===== config.mk =====
export PLATFORM = sky130hd
export DESIGN_NAME = cbc_mac
export DESIGN_NICKNAME = d
export VERILOG_FILES = /design/src/rtl/core/cbc_pkg.sv /design/src/rtl/core/cbc_mac.sv
export SDC_FILE = /design/constraint.sdc
export NUM_CORES = 2
export LEC_CHECK = 0
export ABC_AREA = 1
export ABC_CLOCK_PERIOD_IN_PS = 22000
export BUFFER_PORTS_ARGS = -buffer_cell sky130_fd_sc_hd__buf_2
export CAP_MARGIN = 15
export CORE_MARGIN = 10
export CORE_UTILIZATION = 60
export DETAILED_ROUTE_END_ITERATION = 8
export GPL_ROUTABILITY_DRIVEN = 0
export GPL_TIMING_DRIVEN = 1
export PLACE_DENSITY = 0.83
export REMOVE_ABC_BUFFERS = 1
export SLEW_MARGIN = 25
export SYNTH_ARGS = -nofsm -noshare
export SYNTH_HDL_FRONTEND = slang
export SYNTH_SLANG_ARGS = --single-unit

===== constraint.sdc =====
create_clock -name clk -period 22 [get_ports clk]
set_clock_uncertainty 0.05 [all_clocks]
set_input_delay 1.1 -clock clk [delete_from_list [all_inputs] [get_ports clk]]
set_output_delay 1.1 -clock clk [all_outputs]
set_load 0.1 [all_outputs]

===== src/rtl/core/cbc_pkg.sv =====
`timescale 1ns / 1ps
// ----------------------------------------------------------------------------
// cbc_pkg
// Shared types and constants of the cylinder versus box hit test.
// ----------------------------------------------------------------------------
package cbc_pkg;

  // Operand width of the shared multiplier and width of its accumulator.
  localparam int unsigned MulW = 33;
  localparam int unsigned AccW = 128;

  // Position of a partial product in the accumulator, in 32-bit steps.
  localparam logic [1:0] SH_0  = 2'd0;
  localparam logic [1:0] SH_32 = 2'd1;
  localparam logic [1:0] SH_64 = 2'd2;
  localparam logic [1:0] SH_96 = 2'd3;

  // Actions of an input transaction.
  localparam logic ACT_LOAD = 1'b0;
  localparam logic ACT_TEST = 1'b1;

  // Configuration register indexes.
  localparam logic CFG_RADIUS = 1'b0;
  localparam logic CFG_HEIGHT = 1'b1;

  // One operation of the multiply-accumulate unit.
  typedef struct packed {
    logic            en;
    logic            clear;
    logic            neg;
    logic [1:0]      shift;
    logic [MulW-1:0] a;
    logic [MulW-1:0] b;
  } mac_op_t;

  // Magnitude of a 33-bit signed difference.
  function automatic logic [MulW-1:0] mag33(input logic [MulW-1:0] v);
    logic [MulW-1:0] r;
    r = v[MulW-1] ? (~v + {{(MulW-1){1'b0}}, 1'b1}) : v;
    return r;
  endfunction

endpackage


===== src/rtl/core/cbc_mac.sv =====
`timescale 1ns / 1ps
// ----------------------------------------------------------------------------
// cbc_mac
// Shared multiply-accumulate unit: one unsigned 33x33 product per cycle,
// placed at a 32-bit step, optionally negated, added into (or, on clear, loaded into) a 128-bit register.
// ----------------------------------------------------------------------------
module cbc_mac (
  input  logic                        clk,
  input  cbc_pkg::mac_op_t            op,
  output logic [cbc_pkg::AccW-1:0]    acc
);

  logic [2*cbc_pkg::MulW-1:0] prod;
  logic [cbc_pkg::AccW-1:0]   ext;
  logic [cbc_pkg::AccW-1:0]   term;
  logic [cbc_pkg::AccW-1:0]   acc_r;
  logic [cbc_pkg::AccW-1:0]   acc_nxt;

  // Product and its placement in the wide word.
  always_comb begin
    prod = op.a * op.b;
    ext  = {{(cbc_pkg::AccW-2*cbc_pkg::MulW){1'b0}}, prod};
    unique case (op.shift)
      cbc_pkg::SH_0:  term = ext;
      cbc_pkg::SH_32: term = ext << 32;
      cbc_pkg::SH_64: term = ext << 64;
      cbc_pkg::SH_96: term = ext << 96;
      default:        term = ext;
    endcase
    if (op.neg) begin
      term = ~term + {{(cbc_pkg::AccW-1){1'b0}}, 1'b1};
    end
    acc_nxt = (op.clear ? '0 : acc_r) + term;
  end

  // Accumulator.
  always_ff @(posedge clk) begin
    if (op.en) begin
      acc_r <= acc_nxt;
    end
  end

  assign acc = acc_r;

endmodule

Word-level counts from Yosys, hierarchy flattened --
Cells that the tools add are included.
Word-level totals: register bits 128, bits in latches 0, bits in writable memories 0, memory bits (read-only) 0, output and inout port bits 128, memories 0
Operators by class: add/sub/neg operators 2, $mul 1, divide/modulo/power cells 0, magnitude comparators 0, equality and inequality tests 3, shifts and indexed selects 0, multiplexer cells 3, bitwise operators 1, reduce and logical (&&, ||, !) cells 1
Operator list (number):
- $pmux W128 S4 | 1
- $mux W128 | 2
- $add A128 B1 Y128 const B | 1
- $add A128 B128 Y128 | 1
- $not A128 Y128 | 1
- $mul A33 B33 Y66 | 1
- $eq A2 B2 Y1 const B | 2
- $eq A2 B1 Y1 const B | 1
- $logic_not A2 Y1 | 1

Longest topological paths before layout --
depth in word-level cells 6, gate-level depth with buffers 61

Worst setup path before layout --
No wires, ideal clock.
path type input -> register, start point input port op[0] (netlist name), end point register acc_r, in the netlist acc[120], data pin, library setup time 265 ps, arrival 9991 ps, slack 11694 ps, cell stages on the path 53, buffers on the path 2, cells stage by stage clkbuf_1 clkbuf_1 nand2_1 inv_1 fa_1 inv_1 fa_1 inv_1 fa_1 inv_1 fa_1 inv_1 fa_1 inv_1 fa_1 inv_1 fa_1 inv_1 [17 not listed] nand3_2 o21ai_4 xor2_1 inv_1 ha_1 nand2_1 nor2_1 inv_1 nor2_1 inv_1 nor4_1 nand3_1 nand3_1 nand2_1 o211ai_1 a21oi_1 o21ai_0 xor2_1
Between the ends: word-level cells in the longest chain between the ends 6
RTL lines:
- from (decl) | line cbc_mac.sv:9 | input cbc_pkg::mac_op_t op,
- $mul A33 B33 Y66 * | line cbc_mac.sv:21 | prod = op.a * op.b;
- $pmux W128 S4 * | line cbc_mac.sv:23 | unique case (op.shift)
- $not A128 Y128 | line cbc_mac.sv:31 | term = ~term + {{(cbc_pkg::AccW-1){1'b0}}, 1'b1};
- $add A128 B1 Y128 | line cbc_mac.sv:31
- $mux W128 * | line cbc_mac.sv:30 | if (op.neg) begin
- $add A128 B128 Y128 * | line cbc_mac.sv:33 | acc_nxt = (op.clear ? '0 : acc_r) + term;
- net acc_nxt (one bit) | line cbc_mac.sv:17 | logic [cbc_pkg::AccW-1:0] acc_nxt;
- to (signal assigned) | line cbc_mac.sv:39 | acc_r <= acc_nxt;
- to (decl) | line cbc_mac.sv:16 | logic [cbc_pkg::AccW-1:0] acc_r;
Mark *: on every way through the listed nets, which the timed path passes. The rest lies on a longest branch. A chain may end at the register's enable or synchronous reset.

Worst setup path after layout --
start point input port op[9] (netlist name), end point register acc_r, in the netlist acc[79], data pin
The elaborated chain is that of the path after synthesis.

==> impl_metrics.csv <==
group,metric,value,unit
synth,syn-cell-area,0.0583,mm²
floorplanning,design.portCount,200,
global_routing,grt_overflow_total,0,
synth,synth_top_area_cell,"fa_1",
synth,ys.warnings.count,0,
final_layout,final_area,0.0604,mm²
synth,ys.flop_type,"edfxtp_1",
final_layout,largest_register_ffs,128,
final_layout,layoutNonFillerInstCount,9878,
synth,syn_inst,8667,
critical_path,critical-path-slowest-cell,"o21ai_0",
critical_path,required,22150,ps
worst_hold_path,min_path_type,"reg2reg",
floorplanning,core_area,0.0966,mm²
drt,first_iter_violations,7555,
floorplanning,row_count,114,
critical_path,path_buf_inv,11,
clock_network,clk_pin_slew_worst_paths,60,ps
synth,seq_area_frac_synth,6.60,%
run_status,violations,"DRC",
placed_design,port_buffers,199,
global_routing,track_usage,32.6,%
critical_path,reg2reg_from,"acc[0]",
drt,wl_per_cell,18.3,µm
placed_design,place_inst,9845,
run,cap_viol_max_count,0,
synth,synth_edf_count,128,
drt,route.detailed.drc,203,
clock_network,cts_buffers,17,
sta,final-max-slew-violation-count,0,
critical_path,critPathMaxStageDelay,720,ps
synth,netlist_top_cells_count,"nand2_1 (2423), inv_1 (2402), fa_1 (959)",
clock_network,clk_latency,480,ps
sta,fin_crit,12980,ps
drt,drt_pass1_iterations,9,
synth,avgSynthCellArea,6.72,µm²
global_routing,grt_pass1_vias,56800,
synth,ys_ff_latch,128,
sta,period_share,59.0,%
final_layout,drive_gt1_share,4.44,%
synth,synth_most_common_cell,"nand2_1",
critical_path,ff2ff_setup_slack,17640,ps
critical_path,cp_max_fo,33,
drt,drt.antenna.violating_nets,0,
synth,async_reset_ff_share,0,%
critical_path,critPathCaptureType,"flip-flop",
clock_network,cts_resized,0,
sta,tightestPinTransition,1110,ps
global_routing,grt_pass1_wl,291000,µm
run_status,status,"finished with violations",
sta,finalSetupViolCount,0,
critical_path,crit_start,"op[9]",
global_routing,antenna_found_initial,2,
sta,hold_violations,0,
clock_network,clock_sinks,128,
final_layout,fillers,8435,
sta,relSlewSlack,25.3,%
floorplanning,die_width,332,µm
sta,rsz0062_at_grt,"no",
final_layout,syn_to_final_growth,3.70,%
critical_path,crit_type,"in2reg",
drt,routed_wl,181000,µm
clock_network,cts_root_buf,"clkbuf_16",
critical_path,arrival,13130,ps
placed_design,place_area,0.0598,mm²
final_layout,num-nets-final,10000,
placed_design,dpl.hpwl,149000,µm
sta,final.setup.tns,0,ps
clock_network,cts_setup_buffers,0,
drt,routed_via_density,5.64,
clock_network,cts_max_level,4,
floorplanning,initial_core_util,60.3,%
clock_network,cts_buffer_depth,2,
critical_path,startpoint_type,"primary input",
synth,ys_types,52,
worst_hold_path,hold_start,"acc[0]",
clock_network,ctsHoldBuffers,0,
synth,synth.area.top_cells,"fa_1 (33%), nand2_1 (16%), inv_1 (15%), ha_1 (8.4%), edfxtp_1 (6.6%)",
floorplanning,die_area,0.110,mm²
global_routing,grt_max_degree,82,
synth,yosysTopAreaCellShare,32.9,%
critical_path,cp_top_family,"adder cells",
floorplanning,fp.dieH,332,µm
sta,fmax,0.0771,GHz
drt,vias,55700,
clock_network,cts_tree,"done",
## stage by stage
| stage | hold slack, ps | setup WS [ps] | util (%) |
|---|---|---|---|
| global placement | 633 | 9260 | 62.0 |
| global route | 780 | 8840 | 62.6 |
| CTS | 688 | 9670 | 62.6 |
| floorplan | 1160 | 12050 | - |
| finish | 670 | 9020 | 62.6 |
| detailed placement | 671 | 9210 | 62.0 |
## worst reg2reg max path: cells and delay by family, from the launching register on
family,cells,cell delay [ps]
compound gates,5,1430
simple gates,9,1090
fa+ha+maj,2,660
flops,1,400
buf+inv,3,330
xor+xnor,1,150
## cells in the final DEF, fill, tap and decap left out, types with 127 or more instances in the layout
master	count
a21oi_1	305
buf_2	196
fa_1	959
o21ai_0	178
nand3_1	286
xor2_1	127
inv_1	2402
nand2_1	2423
nor2_1	673
ha_1	393
edfxtp_1	128
## logic make-up after synthesis
group	after synthesis	synth area share, %
flip-flops	128	6.60
adder cells (fa/ha/maj)	1352	41.4
AND/OR/NAND/NOR	3620	25.3
XOR/XNOR	224	3.37
buffers and inverters	2733	17.6
AO/OA/AOI/OAI	610	5.74
## final timing paths
path              to  cells past startpoint
max          acc[79]                     46
min           acc[0]                      3
max reg2reg  acc[76]                     20
min reg2reg   acc[0]                      3
## cell type report
cell class | instances | area (µm²) | share of cell area (%)
antenna | 1 | 2.50 | 0.00414
sequential | 128 | 3840 | 6.36
tap | 1276 | 1600 | 2.64
clock inverter | 15 | 179 | 0.296
multi-input combinational | 5806 | 44200 | 73.1
timing repair buffer | 217 | 1140 | 1.89
clock buffer | 17 | 425 | 0.704
inverter | 2418 | 9080 | 15.0
## metal layers
| layer | vias up | track usage [%] | routed length (µm) |
|---|---|---|---|
| met5 | - | 0.443 | 125 |
| met4 | 6 | 17.4 | 11900 |
| met3 | 907 | 8.23 | 23700 |
| met2 | 3806 | 51.3 | 79600 |
| met1 | 26100 | 41.0 | 65600 |
| li1 | 25000 | - | - |
Power is not shown: default switching activity piles up to over one toggle a cycle in this logic, so the estimate is an artifact.
